--- src/rtl/f32ic_pkg.sv ---
// types, constants and the fold adder of the fletcher-32 checksum block
// depends on nothing; imported by every checksum module
package f32ic_pkg;

   localparam int SUM_WIDTH = 16;
   localparam int BYTE_WIDTH = 8;
   localparam int CHECK_WIDTH = 2 * SUM_WIDTH;
   localparam logic [SUM_WIDTH-1:0] SUM_RESET = 16'hffff;

   // one input item as held in the input register
   typedef struct packed {
      logic [SUM_WIDTH-1:0] data_word;
      logic                 lone_byte;
      logic                 last_item;
   } item_type;

   // add with end-around carry; inputs in 0..65535, no second carry possible
   function automatic logic [SUM_WIDTH-1:0] fold_add(
      input logic [SUM_WIDTH-1:0] a,
      input logic [SUM_WIDTH-1:0] b
   );
      logic [SUM_WIDTH:0] raw;
      raw = {1'b0, a} + {1'b0, b};
      return raw[SUM_WIDTH-1:0] + {{(SUM_WIDTH-1){1'b0}}, raw[SUM_WIDTH]};
   endfunction

endpackage

--- src/rtl/f32ic_in_reg.sv ---
// input register of the checksum block: holds one item until the sums take it
// depends on f32ic_pkg
module f32ic_in_reg (
   input  logic                clock,
   input  logic                reset,
   input  logic                req_valid,
   input  f32ic_pkg::item_type req_item,
   input  logic                advance,
   output logic                req_stall,
   output logic                item_valid,
   output f32ic_pkg::item_type item
);
   import f32ic_pkg::*;

   logic     valid_ff, valid_in;
   item_type item_ff, item_in;
   logic     take;

   // a held item that cannot move on blocks the next transfer
   assign req_stall = valid_ff && !advance;
   assign take      = req_valid && !req_stall;

   // next-state logic
   always_comb begin
      valid_in = valid_ff;
      item_in  = item_ff;
      if (take) begin
         valid_in = 1'b1;
         item_in  = req_item;
      end else if (advance) begin
         valid_in = 1'b0;
      end
   end

   always_ff @(posedge clock) begin
      if (reset) begin
         valid_ff <= 1'b0;
      end else begin
         valid_ff <= valid_in;
      end
      item_ff <= item_in;
   end

   assign item_valid = valid_ff;
   assign item       = item_ff;

endmodule

--- src/rtl/f32ic_sum_unit.sv ---
// running fletcher-32 sums with end-around-carry folding
// depends on f32ic_pkg
module f32ic_sum_unit (
   input  logic                                 clock,
   input  logic                                 reset,
   input  f32ic_pkg::item_type                  item,
   input  logic                                 advance,
   output logic [f32ic_pkg::CHECK_WIDTH-1:0]    check_value
);
   import f32ic_pkg::*;

   logic [SUM_WIDTH-1:0] first_sum_ff, first_sum_in;
   logic [SUM_WIDTH-1:0] second_sum_ff, second_sum_in;
   logic [SUM_WIDTH-1:0] word;
   logic [SUM_WIDTH-1:0] first_new;
   logic [SUM_WIDTH-1:0] second_new;

   // lone trailing byte keeps only its low byte
   assign word = item.lone_byte
      ? {{(SUM_WIDTH-BYTE_WIDTH){1'b0}}, item.data_word[BYTE_WIDTH-1:0]}
      : item.data_word;

   // two chained fold adds
   assign first_new   = fold_add(first_sum_ff, word);
   assign second_new  = fold_add(second_sum_ff, first_new);
   assign check_value = {second_new, first_new};

   // sums restart after the last item of an image
   always_comb begin
      first_sum_in  = first_sum_ff;
      second_sum_in = second_sum_ff;
      if (advance) begin
         if (item.last_item) begin
            first_sum_in  = SUM_RESET;
            second_sum_in = SUM_RESET;
         end else begin
            first_sum_in  = first_new;
            second_sum_in = second_new;
         end
      end
   end

   always_ff @(posedge clock) begin
      if (reset) begin
         first_sum_ff  <= SUM_RESET;
         second_sum_ff <= SUM_RESET;
      end else begin
         first_sum_ff  <= first_sum_in;
         second_sum_ff <= second_sum_in;
      end
   end

endmodule

--- src/rtl/f32ic_out_reg.sv ---
// result register of the checksum block: holds one check value until taken
// depends on f32ic_pkg
module f32ic_out_reg (
   input  logic                              clock,
   input  logic                              reset,
   input  logic                              load,
   input  logic [f32ic_pkg::CHECK_WIDTH-1:0] load_value,
   input  logic                              rsp_stall,
   output logic                              rsp_valid,
   output logic                              slot_free,
   output logic [f32ic_pkg::CHECK_WIDTH-1:0] rsp_check_value
);
   import f32ic_pkg::*;

   logic                   valid_ff, valid_in;
   logic [CHECK_WIDTH-1:0] value_ff, value_in;

   // slot can take a new result when empty or emptying this cycle
   assign slot_free = !valid_ff || !rsp_stall;

   always_comb begin
      valid_in = valid_ff;
      value_in = value_ff;
      if (load) begin
         valid_in = 1'b1;
         value_in = load_value;
      end else if (valid_ff && !rsp_stall) begin
         valid_in = 1'b0;
      end
   end

   always_ff @(posedge clock) begin
      if (reset) begin
         valid_ff <= 1'b0;
      end else begin
         valid_ff <= valid_in;
      end
      value_ff <= value_in;
   end

   assign rsp_valid       = valid_ff;
   assign rsp_check_value = value_ff;

endmodule

--- src/rtl/fletcher32_image_checksum.sv ---
// Fletcher-32 checksum over a pixel stream of little-endian 16-bit words, with an
// optional lone trailing byte. One item is taken every clock cycle unless the input
// stalls. An item is held in the input register; from there it is folded into both
// running sums through two chained end-around-carry adds, and a last item also writes
// sum2<<16|sum1 into the result register, which drives rsp_valid.
// While a result waits in the result register under stall, a further last item waits
// in the input register and the input stalls; items that are not last keep flowing.
// depends on f32ic_pkg, f32ic_in_reg, f32ic_sum_unit, f32ic_out_reg
module fletcher32_image_checksum (
   input  logic                              clock,
   input  logic                              reset,
   input  logic                              req_valid,
   output logic                              req_stall,
   input  logic [f32ic_pkg::SUM_WIDTH-1:0]   req_data_word,
   input  logic                              req_lone_byte,
   input  logic                              req_last_item,
   output logic                              rsp_valid,
   input  logic                              rsp_stall,
   output logic [f32ic_pkg::CHECK_WIDTH-1:0] rsp_check_value
);
   import f32ic_pkg::*;

   item_type               req_item;
   item_type               item;
   logic                   item_valid;
   logic                   slot_free;
   logic                   advance;
   logic                   load;
   logic [CHECK_WIDTH-1:0] check_value;

   assign req_item = '{data_word: req_data_word,
                       lone_byte: req_lone_byte,
                       last_item: req_last_item};

   // held item moves into the sums unless it needs a busy result slot
   assign advance = item_valid && (!item.last_item || slot_free);
   assign load    = advance && item.last_item;

   f32ic_in_reg u_in_reg (
      .clock      (clock),
      .reset      (reset),
      .req_valid  (req_valid),
      .req_item   (req_item),
      .advance    (advance),
      .req_stall  (req_stall),
      .item_valid (item_valid),
      .item       (item)
   );

   f32ic_sum_unit u_sum_unit (
      .clock       (clock),
      .reset       (reset),
      .item        (item),
      .advance     (advance),
      .check_value (check_value)
   );

   f32ic_out_reg u_out_reg (
      .clock           (clock),
      .reset           (reset),
      .load            (load),
      .load_value      (check_value),
      .rsp_stall       (rsp_stall),
      .rsp_valid       (rsp_valid),
      .slot_free       (slot_free),
      .rsp_check_value (rsp_check_value)
   );

endmodule

--- config.mk ---
export PLATFORM = sky130hd
export DESIGN_NAME = fletcher32_image_checksum
export DESIGN_NICKNAME = d
export VERILOG_FILES = /design/src/rtl/f32ic_pkg.sv /design/src/rtl/f32ic_in_reg.sv /design/src/rtl/f32ic_sum_unit.sv /design/src/rtl/f32ic_out_reg.sv /design/src/rtl/fletcher32_image_checksum.sv
export SDC_FILE = /design/constraint.sdc
export NUM_CORES = 1
export LEC_CHECK = 0
export BUFFER_PORTS_ARGS = -buffer_cell sky130_fd_sc_hd__clkbuf_2
export CAP_MARGIN = 5
export CELL_PAD_IN_SITES_DETAIL_PLACEMENT = 2
export CELL_PAD_IN_SITES_GLOBAL_PLACEMENT = 2
export CORE_MARGIN = 10
export CORE_UTILIZATION = 39
export DETAILED_ROUTE_END_ITERATION = 10
export GPL_TIMING_DRIVEN = 0
export PLACE_DENSITY = 0.82
export REMOVE_ABC_BUFFERS = 1
export SYNTH_ARGS = -nofsm -noshare
export SYNTH_HDL_FRONTEND = slang
export SYNTH_HIERARCHICAL = 1
export SYNTH_SLANG_ARGS = --single-unit
export TNS_END_PERCENT = 30
--- constraint.sdc ---
create_clock -name clock -period 7.4 [get_ports clock]
set_input_delay 0 -clock clock [delete_from_list [all_inputs] [get_ports clock]]
set_output_delay 0 -clock clock [all_outputs]
set_load 0.02 [all_outputs]
* Word-level counts from Yosys, hierarchy flattened *
Cells that the tools add are included.

word-level totals
  bits in latches = 0
  ROM bits = 0
  bits in registers = 84
  input bits = 22
  memories = 0
  bits in writable memories = 0

cells by class
  divide/modulo/power cells = 0
  shifts and indexed selects = 0
  bitwise logic cells = 0
  reduce and logical (&&, ||, !) cells = 14
  order comparisons = 0
  equality and inequality tests = 0
  $add $sub $neg = 4
  mux-type cells = 7
  $mul = 0

operators with widths
  cell                     count
  two-way mux 16 bit       3
  adder 16 x 16 -> 17 bit  2
  adder 16 x 1 -> 16 bit   2
  logical AND 1 bit        5
  zero test 1 bit          5
  two-way mux 1 bit        4
  nonzero test 2 bit       2
  logical OR 1 bit         2

* Longest topological paths before layout *
Gate-level depths: netlist of the first run.

  word-level depth = 9
  depth in mapped cells = 36
  mapped depth without buffers = 34

* Cells and area by module *
The synthesis of the first run kept the hierarchy.

by module, submodules not included
  module                     cells an instance  area an instance (um^2)  instances  sequential area each (um^2)
  f32ic_sum_unit             390                3278.1                   1          640.6
  f32ic_out_reg              36                 993.5                    1          980.9
  f32ic_in_reg               22                 590.6                    1          560.5
  fletcher32_image_checksum  3                  18.8                     1          0.0

* Least setup slack after synthesis of the first run *
No wires, ideal clock.

  kind = register to register
  from = register u_in_reg.item_ff, in the netlist u_in_reg/item[2]
  to = register u_sum_unit.second_sum_ff[12]
  clock period less this slack = 6.713 ns
  path buffers = 1
  setup time = 0.122 ns
  arrival time = 6.591 ns
  path slack = 0.687 ns
  cell stages (with the launch flop) = 36
  cell sequence = edfxtp_1 > ha_1 > fa_1 > a21o_1 > a221oi_2 > o211ai_1 > a31o_2 > a21oi_1 > nor2b_1 > o21ai_0 > nand2b_1 > ha_1 > ha_1 > nand3_1 > mux2i_1 > and2_1 > nand3_1 > o21ai_0 > o211a_1 > xnor2_1 > ha_1 > buf_2 > and2_1 > nand4_1 > nor3_1 > o41ai_1 > o21bai_1 > a21o_1 > ha_1 > and3_1 > inv_1 > or4_1 > nor4_1 > nand2_1 > xnor2_1 > o32a_1

on the way
  word-level cells in the longest chain between the ends = 6

RTL lines
  what                       line                             RTL
  start: declaration         f32ic_in_reg.sv:16               item_type item_ff, item_in;
  start signal: assignment   f32ic_in_reg.sv:41               item_ff <= item_in;
  two-way mux 16 bit         f32ic_sum_unit.sv:20             ? {{(SUM_WIDTH-BYTE_WIDTH){1'b0}}, item.data_word[BYTE_WIDTH-1:0]}
  adder 16 x 16 -> 17 bit    f32ic_pkg.sv:23                  raw = {1'b0, a} + {1'b0, b};
  adder 16 x 1 -> 16 bit     f32ic_pkg.sv:24                  return raw[SUM_WIDTH-1:0] + {{(SUM_WIDTH-1){1'b0}}, raw[SUM_WIDTH]};
  named net check_value[8]   fletcher32_image_checksum.sv:29  logic [CHECK_WIDTH-1:0] check_value;
  adder 16 x 16 -> 17 bit    f32ic_pkg.sv:23
  adder 16 x 1 -> 16 bit     f32ic_pkg.sv:24
  named net check_value[28]  fletcher32_image_checksum.sv:29
  two-way mux 16 bit         f32ic_sum_unit.sv:33             if (item.last_item) begin
  end signal: assignment     f32ic_sum_unit.sv:49             second_sum_ff <= second_sum_in;
  end: declaration           f32ic_sum_unit.sv:13             logic [SUM_WIDTH-1:0] second_sum_ff, second_sum_in;

The timed path passes the listed nets, and every way through them passes these cells.
A chain may end at the register's enable or synchronous reset.

* Worst setup path in the final report of the first run *
  from = register u_in_reg.item_ff, in the netlist u_in_reg/item[1]
  to = register u_sum_unit.second_sum_ff[14]

The elaborated chain is that of the path after synthesis.

==> impl_metrics.json, run 1 <==
{
  "critPathLaunch": "u_in_reg/item[1]",
  "synth_ff_type": "edfxtp_1",
  "ff2ff_setup_slack_ps": 160,
  "antenna_found_initial": 0,
  "cp.required_ps": 7640,
  "drive_above_1_share_pct": 23.38,
  "final_core_util_pct": 50.19,
  "crit_path_end_kind": "flip-flop",
  "fmax_mhz": 138.2,
  "fp.dieH_um": 131.9,
  "async_reset_ff_share_pct": 0,
  "finalPower_mw": 2.315,
  "core-area_um2": 12110,
  "hold_start": "reset",
  "syn-cell-area_um2": 4881,
  "initial_core_util_pct": 40.30,
  "ir_worst_vdd_uv": 103.5,
  "min_delay_path_depth": 2,
  "h-tree-depth": 3,
  "dieWidth_um": 131.9,
  "grt-ovfl-total": 0,
  "post-place-ws_ps": -831.9,
  "track_usage_pct": 17.13,
  "finalCritPeriodShare_pct": 97.79,
  "root_buffer": "clkbuf_16",
  "power_density_nw_per_um2": 380.8,
  "synth_edf_count": 50,
  "nets": 594,
  "rows": 40,
  "cts_sinks": 84,
  "critPathKind": "reg2reg",
  "die-area_um2": 17390,
  "fillers": 1237,
  "worstMarginPinSlew_ps": 1307,
  "hold_end": "u_out_reg/rsp_valid",
  "routabilityCongestion": 0.8374,
  "grt_pass1_vias": 4498,
  "drc": 0,
  "via_per_inst": 5.683,
  "syn_avg_cell_area_um2": 10.82,
  "start_kind": "flip-flop",
  "clk_latency_ps": 350,
  "hold_path.class": "in2reg",
  "leakage_nw": 2.289,
  "fin_crit_ps": 7237,
  "r2r_end": "u_sum_unit/second_sum_ff[14]",
  "hpwl_um": 10350,
  "ys_ff_latch": 84,
  "cts_max_path_buffers": 2,
  "final_common_cell": "clkbuf_2",
  "cp_slowest_cell": "or4_4",
  "final_cell_mix": "clkbuf_2, edfxtp_1, dfxtp_1, xnor2_1, ha_1",
  "cts_made_buffers": 9,
  "cts_tree": "yes",
  "crit_top_cell": "ha_2",
  "report.final.slew_viol_count": 0,
  "io_buffers": 55,
  "status": "finished, final reports clean",
  "grt_max_degree": 36,
  "yosys_warnings": 6,
  "grt_pass1_wl_um": 24030,
  "antenna_left": 0,
  "worst_slack_ps": 163.3,
  "maxCapViolCount": 0,
  "drtIter0Drc": 253,
  "synthCells": 451,
  "crit_fanout": 9,
  "wl_per_cell_um": 22.90,
  "seq_area_frac_synth_pct": 44.71,
  "slew_headroom_pct": 12.86,
  "antenna_cells": 0,
  "via_count": 4018,
  "path_clk_slew_ps": 60,
  "ios": 56,
  "yosysUniqueCellTypes": 70,
  "cp.arrival_ps": 7470,
  "drt-pass1-iter-count": 4,
  "fin_skew_ps": 6.084,
  "synthToLayoutAreaGrowth_pct": 24.53,
  "setup_violations": 0,
  "fin_setup_tns_ps": 0,
  "reg2reg_depth": 30,
  "r2r-start": "u_in_reg/item[1]",
  "routed_wl_um": 16190,
  "hold_violations": 0,
  "max_stage_delay_ps": 520
}
==> where the power goes <==
part           total (mW)  leakage, nW  switching (mW)  internal [mW]
Sequential          0.629        0.746          0.0308          0.598
Clock               0.456        0.139           0.186          0.270
Combinational        1.23         1.40           0.752          0.477
==> flip-flops by register name, summed over array words and instances (netlist names) <==
signal / cells
u_in_reg/item_valid: 1
u_out_reg/rsp_valid: 1
u_in_reg/item: 18
u_sum_unit/second_sum_ff: 16
u_sum_unit/first_sum_ff: 16
u_out_reg/rsp_check_value: 32
==> cell families (layout without fill, tap and decap cells) <==
kind of cell | after synthesis | count (layout) | share of synthesized area [%]
XOR/XNOR | 53 | 53 | 9.664
AND/OR/NAND/NOR | 141 | 141 | 16.51
buffers and inverters | 24 | 112 | 2.102
flip-flops | 84 | 84 | 44.71
AO/OA/AOI/OAI | 108 | 108 | 16.25
adder cells (fa/ha/maj) | 38 | 38 | 10.05
multiplexers | 3 | 3 | 0.7177
==> cell type report <==
cell class / instances / area (µm²) / share of cell area, %
Clock inverter: 2 / 33.78 / 0.5558
Multi-Input combinational cell: 343 / 2788 / 45.86
Timing Repair Buffer: 88 / 580.6 / 9.551
Tap cell: 168 / 210.2 / 3.458
Sequential cell: 84 / 2182 / 35.90
Inverter: 8 / 30.03 / 0.4940
Clock buffer: 14 / 254.0 / 4.179
==> timing repair <==
| item | CTS | global route |
|---|---|---|
| setup endpoints to repair | 19 | 27 |
| endpoints found under the hold margin | 20 | 0 |
| hold buffers | 20 | 0 |
| buffers inserted | 6 | 6 |
| pin swaps | 8 | 13 |
| gates resized for setup | 19 | 19 |
==> how the worst max path moves through the flow <==
stage	to	cells past startpoint
floorplan	u_sum_unit/second_sum_ff[12]	34
global placement	u_sum_unit/second_sum_ff[14]	34
detailed placement	u_sum_unit/second_sum_ff[14]	34
CTS	u_sum_unit/second_sum_ff[14]	32
global route	u_sum_unit/second_sum_ff[14]	30
finish	u_sum_unit/second_sum_ff[14]	30
==> synthesized netlist by cell type (3+ instances only) <==
| cell type | count | area share (%) |
|---|---|---|
| a211oi_1 | 3 | 0.46 |
| a21o_1 | 9 | 1.4 |
| a21oi_1 | 23 | 2.4 |
| and2_1 | 6 | 0.77 |
| and3_1 | 6 | 0.77 |
| clkbuf_1 | 11 | 0.85 |
| dfxtp_1 | 34 | 14 |
| edfxtp_1 | 50 | 31 |
| ha_1 | 36 | 9.2 |
| inv_1 | 8 | 0.62 |
| nand2_1 | 20 | 1.5 |
| nand2b_1 | 24 | 3.1 |
| nand3_1 | 8 | 0.82 |
| nand4_1 | 4 | 0.51 |
| nor2_1 | 26 | 2.0 |
| nor2b_1 | 12 | 1.5 |
| nor3_1 | 6 | 0.62 |
| nor4_1 | 3 | 0.38 |
| o211ai_1 | 3 | 0.46 |
| o21a_1 | 4 | 0.62 |
| o21ai_0 | 7 | 0.72 |
| o21bai_1 | 3 | 0.46 |
| o22ai_1 | 16 | 2.1 |
| o31ai_1 | 3 | 0.46 |
| o32a_1 | 14 | 2.9 |
| or2_2 | 4 | 0.51 |
| xnor2_1 | 31 | 5.6 |
| xor2_1 | 21 | 3.8 |
==> metal layers <==
metal	track usage (%)	wire length, µm	vias to the layer above
li1	-	-	1853
met1	18.32	6519	2063
met2	32.44	8885	71
met5	0	0	-
met3	3.392	354	31
met4	5.810	431	0
==> critical path, delay by kind of cell, from the launching register on <==
family	cells	cell delay (ps)
adder cells (fa/ha/maj)	4	1310
AND/OR/NAND/NOR	14	2670
XOR/XNOR	2	590
buffers and inverters	1	50
AO/OA/AOI/OAI	9	2050
flip-flops	1	430
==> through the flow <==
stage	hold WS (ps)	instance area (µm²)	std cells
2_1_floorplan	72.38	4808	435
3_3_place_gp	176.3	5294	658
3_5_place_dp	178.8	5315	659
4_1_cts	304.0	5944	701
5_1_grt	370.2	6078	707
6_report	342.6	6078	707
No activity file was read; power rests on OpenSTA's default activity.
==> run 2, diff against run 1 <==
PLACE_DENSITY = 0.89   (was 0.82)
==> impl_metrics.json, run 2 (synthesized netlist as in run 1, its figures left out) <==
{
  "p_seq_share_pct": 24.7,
  "routabilityCongestion": 0.8863,
  "maxCapViolCount": 0,
  "worstMarginPinSlew_ps": 951.1,
  "crit_top_cell": "ha_4",
  "worst_slack_ps": -106.5,
  "cp.arrival_ps": 7760,
  "critPathLaunch": "u_in_reg/item[2]",
  "critPathKind": "reg2reg",
  "h-tree-depth": 3,
  "cts_tree": "yes",
  "cp_slowest_cell": "or4_4",
  "start_kind": "flip-flop",
  "min_delay_path_depth": 3,
  "drtIter0Drc": 369,
  "antenna_left": 0,
  "ff2ff_setup_slack_ps": -110,
  "via_count": 4550,
  "clk_latency_ps": 370,
  "fin_crit_ps": 7506,
  "die-area_um2": 17390,
  "drt-pass1-iter-count": 5,
  "r2r-start": "u_in_reg/item[2]",
  "ios": 56,
  "hold_path.class": "in2reg",
  "path_clk_slew_ps": 70,
  "wl_per_cell_um": 30.96,
  "hold_violations": 0,
  "antenna_found_initial": 0,
  "report.final.slew_viol_count": 0,
  "grt-ovfl-total": 0,
  "p_sw_share_pct": 45.51,
  "r2r_end": "u_sum_unit/second_sum_ff[14]",
  "slew_headroom_pct": 36.31,
  "finalCritPeriodShare_pct": 101.4,
  "synthToLayoutAreaGrowth_pct": 30.79,
  "initial_core_util_pct": 40.30,
  "grt_max_degree": 36,
  "p_clk_share_pct": 16.9,
  "largest_reg_flops": 32,
  "hold_end": "u_out_reg/rsp_valid",
  "power_density_nw_per_um2": 403.0,
  "root_buffer": "clkbuf_16",
  "dieWidth_um": 131.9,
  "ir_worst_vdd_uv": 138.0,
  "antenna_cells": 0,
  "crit_fanout": 4,
  "status": "finished with violations",
  "power_frac_comb_pct": 58.4,
  "hold_start": "rsp_stall",
  "fp.dieH_um": 131.9,
  "crit_buf_inv": 1,
  "power.internal_mw": 1.402,
  "nets": 614,
  "max_stage_delay_ps": 460,
  "setup_violations": 6,
  "cts_made_buffers": 9,
  "final_common_cell": "clkbuf_2",
  "leakage_nw": 2.406,
  "drive_above_1_share_pct": 29.21,
  "via_per_inst": 6.267,
  "switchingPower_mw": 1.171,
  "final_cell_mix": "clkbuf_2, edfxtp_1, dfxtp_1, buf_4, xnor2_1",
  "routed_wl_um": 22480,
  "rsz0062_at_grt": "true",
  "hpwl_um": 10760,
  "cp.required_ps": 7650,
  "failed_checks": "setup timing",
  "cts_max_path_buffers": 2,
  "grt_pass1_vias": 4768,
  "io_buffers": 55,
  "finalPower_mw": 2.572,
  "fin_skew_ps": 12.94,
  "fmax_mhz": 133.2,
  "core-area_um2": 12110,
  "reg2reg_depth": 34,
  "crit_path_end_kind": "flip-flop",
  "rows": 40,
  "final_core_util_pct": 52.71,
  "cts_sinks": 84,
  "path_delay_family": "compound AO/OA/AOI/OAI gates",
  "drc": 0,
  "grt_pass1_wl_um": 28830,
  "track_usage_pct": 21.21
}
==> run 2: power by group through the flow <==
| stage | registers, mW | clock network, mW | logic [mW] |
|---|---|---|---|
| after floorplan | 0.662 | 0 | 0.740 |
| after global placement | 0.633 | 0 | 0.956 |
| after detailed placement | 0.637 | 0 | 1.04 |
| after CTS | 0.628 | 0.432 | 1.20 |
| after global routing | 0.640 | 0.456 | 1.57 |
| final | 0.635 | 0.435 | 1.50 |
==> run 2: repair_timing <==
action,in CTS,in global routing
resized for setup,31,35
pin swaps,13,27
setup endpoints to repair,28,25
hold buffers,19,0
gates cloned,0,0
hold endpoints to repair,19,0
setup buffers,10,22
==> run 2: cell type report <==
| type | count | area (µm²) |
|---|---|---|
| Inverter | 8 | 30.03 |
| Sequential cell | 84 | 2182 |
| Clock buffer | 13 | 240.2 |
| Timing Repair Buffer | 108 | 755.7 |
| Clock inverter | 2 | 12.51 |
| Fill cell | 1183 | 5728 |
| Tap cell | 168 | 210.2 |
| Multi-Input combinational cell | 343 | 2953 |
==> run 2: routing by layer <==
| layer | vias up | track usage [%] | share of wire, % |
|---|---|---|---|
| met3 | 108 | 3.430 | 6.0 |
| met1 | 2285 | 22.79 | 38 |
| met4 | 0 | 11.50 | 6.7 |
| met5 | - | 0 | 0 |
| li1 | 1900 | - | - |
| met2 | 257 | 38.68 | 49 |
==> run 2: worst max-delay path by stage <==
stage,end,cells past startpoint
floorplan,u_sum_unit/second_sum_ff[12],34
global placement,u_sum_unit/second_sum_ff[14],34
detailed placement,u_sum_unit/second_sum_ff[12],34
CTS,u_sum_unit/second_sum_ff[14],34
global route,u_sum_unit/second_sum_ff[15],33
finish,u_sum_unit/second_sum_ff[14],34
==> run 2: worst reg2reg max path, delay by kind of cell (launching register included) <==
kind	cells	cell delay, ps
fa+ha+maj	6	1490
flops	1	430
simple gates	12	2420
buf+inv	1	50
xor+xnor	2	360
mux	1	110
compound gates	12	2530
==> run 2: through the flow <==
| stage | hold slack (ps) | cells | worst slack (ps) | TNS [ps] | cell area (µm²) |
|---|---|---|---|---|---|
| finish | 63.52 | 726 | -106.5 | -330.9 | 6384 |
| global route | 46.31 | 726 | -291.5 | -2621 | 6384 |
| CTS | 9.157 | 703 | 4.766 | 0 | 5991 |
| detailed placement | 179.6 | 659 | -925.7 | -6910 | 5315 |
| global placement | 177.5 | 658 | -567.4 | -2456 | 5294 |
| floorplan | 72.38 | 435 | 691.1 | 0 | 4808 |
==> run 3, diff against run 2 <==
clock period = 7.7 ns   (was 7.4 ns; I/O delays follow)
==> impl_metrics.json, run 3 (synthesized netlist as in run 1, its figures left out) <==
{
  "status": "finished, final reports clean",
  "via_count": 4283,
  "fmax_mhz": 129.9,
  "crit_path_end_kind": "flip-flop",
  "fillers": 1212,
  "drc": 0,
  "h-tree-depth": 3,
  "final_common_cell": "clkbuf_2",
  "cts_max_path_buffers": 2,
  "fin_crit_ps": 7699,
  "fin_setup_tns_ps": 0,
  "cts_sinks": 84,
  "largest_reg_flops": 32,
  "antenna_found_initial": 0,
  "final_cell_mix": "clkbuf_2, edfxtp_1, dfxtp_1, xnor2_1, ha_1",
  "antenna_left": 0,
  "hpwl_um": 10760,
  "ios": 56,
  "ir_worst_vdd_uv": 134.1,
  "final_core_util_pct": 49.94,
  "leakage_nw": 2.277,
  "start_kind": "flip-flop",
  "critPathKind": "reg2reg",
  "grt_max_degree": 36,
  "maxCapViolCount": 0,
  "drt-pass1-iter-count": 5,
  "routabilityCongestion": 0.8863,
  "max_stage_delay_ps": 530,
  "routed_wl_um": 19760,
  "hold_path.class": "in2reg",
  "power_density_nw_per_um2": 371.9,
  "cts_made_buffers": 9,
  "grt-ovfl-total": 0,
  "cts_tree": "yes",
  "clk_latency_ps": 360,
  "root_buffer": "clkbuf_16",
  "post-place-ws_ps": -625.7,
  "grt_pass1_vias": 4712,
  "worst_slack_ps": 0.7345,
  "cp.arrival_ps": 7940,
  "setup_violations": 0,
  "finalCritPeriodShare_pct": 99.99,
  "cp.required_ps": 7940,
  "report.final.slew_viol_count": 0,
  "track_usage_pct": 19.92,
  "drive_above_1_share_pct": 23.01,
  "wl_per_cell_um": 27.94,
  "die-area_um2": 17390,
  "cp_slowest_cell": "or4_4",
  "crit_fanout": 9,
  "grt_pass1_wl_um": 27390,
  "slew_headroom_pct": 35.03,
  "drtIter0Drc": 285,
  "initial_core_util_pct": 40.30,
  "fp.dieH_um": 131.9,
  "fin_skew_ps": 12.31,
  "path_clk_slew_ps": 70,
  "synthToLayoutAreaGrowth_pct": 23.92,
  "rows": 40,
  "antenna_cells": 0,
  "whs_ps": 101.9,
  "hold_violations": 0,
  "nets": 595,
  "via_per_inst": 6.058,
  "worstMarginPinSlew_ps": 970.1,
  "io_buffers": 55,
  "dieWidth_um": 131.9,
  "core-area_um2": 12110
}
==> run 3: cell count changes in the layout (fill, tap and decap cells not counted), sizes merged <==
cell | previous run | this run
buf | 34 | 15
==> run 3: final timing paths <==
path,slack [ps],start,end,cells after the start
setup / recovery,0.7,u_in_reg/item[1],u_sum_unit/second_sum_ff[14],30
hold / removal,100,rsp_stall,u_out_reg/rsp_valid,3
hold reg to reg,510,u_sum_unit/second_sum_ff[15],u_sum_unit/second_sum_ff[15],1
setup reg to reg,0.7,u_in_reg/item[1],u_sum_unit/second_sum_ff[14],30
==> run 3: what timing repair did <==
| item | 4_1_cts | 5_1_grt |
|---|---|---|
| setup buffers | 5 | 8 |
| hold endpoints to repair | 19 | 0 |
| resized for setup | 16 | 17 |
| hold buffers | 19 | 0 |
| pin swaps | 7 | 13 |
| setup endpoints to repair | 19 | 21 |
==> run 3: through the flow <==
stage	power (mW)	std cells	instance area [µm²]
after CTS	2.144	698	5886
after global placement	1.527	658	5294
final	2.250	707	6048
after detailed placement	1.613	659	5315
after floorplan	1.348	435	4808
after global routing	2.358	707	6048
==> run 3: report_power, final <==
part / internal, mW / switching [mW]
combinational: 0.457 / 0.770
sequential: 0.575 / 0.0319
clock: 0.218 / 0.199
==> run 3: final cells by class <==
type | instances | area (µm²) | share of cell area (%)
Sequential cell | 84 | 2182 | 36.08
Multi-Input combinational cell | 343 | 2768 | 45.76
Clock buffer | 13 | 240.2 | 3.972
Clock inverter | 2 | 12.51 | 0.2069
Tap cell | 168 | 210.2 | 3.475
Inverter | 8 | 30.03 | 0.4965
Timing Repair Buffer | 89 | 605.6 | 10.01
==> run 3: worst max-delay path, delay by kind of cell (launching register included) <==
family	cells	cell delay, ps
simple gates	14	2950
compound gates	9	2220
fa+ha+maj	4	1300
xor+xnor	2	580
flops	1	450
buf+inv	1	60
==> run 3: routing by layer <==
metal,GRT usage [%],part of all wire (%)
met5,0,0
met4,11.87,4.6
met3,3.506,3.9
met1,21.43,41
met2,35.59,51
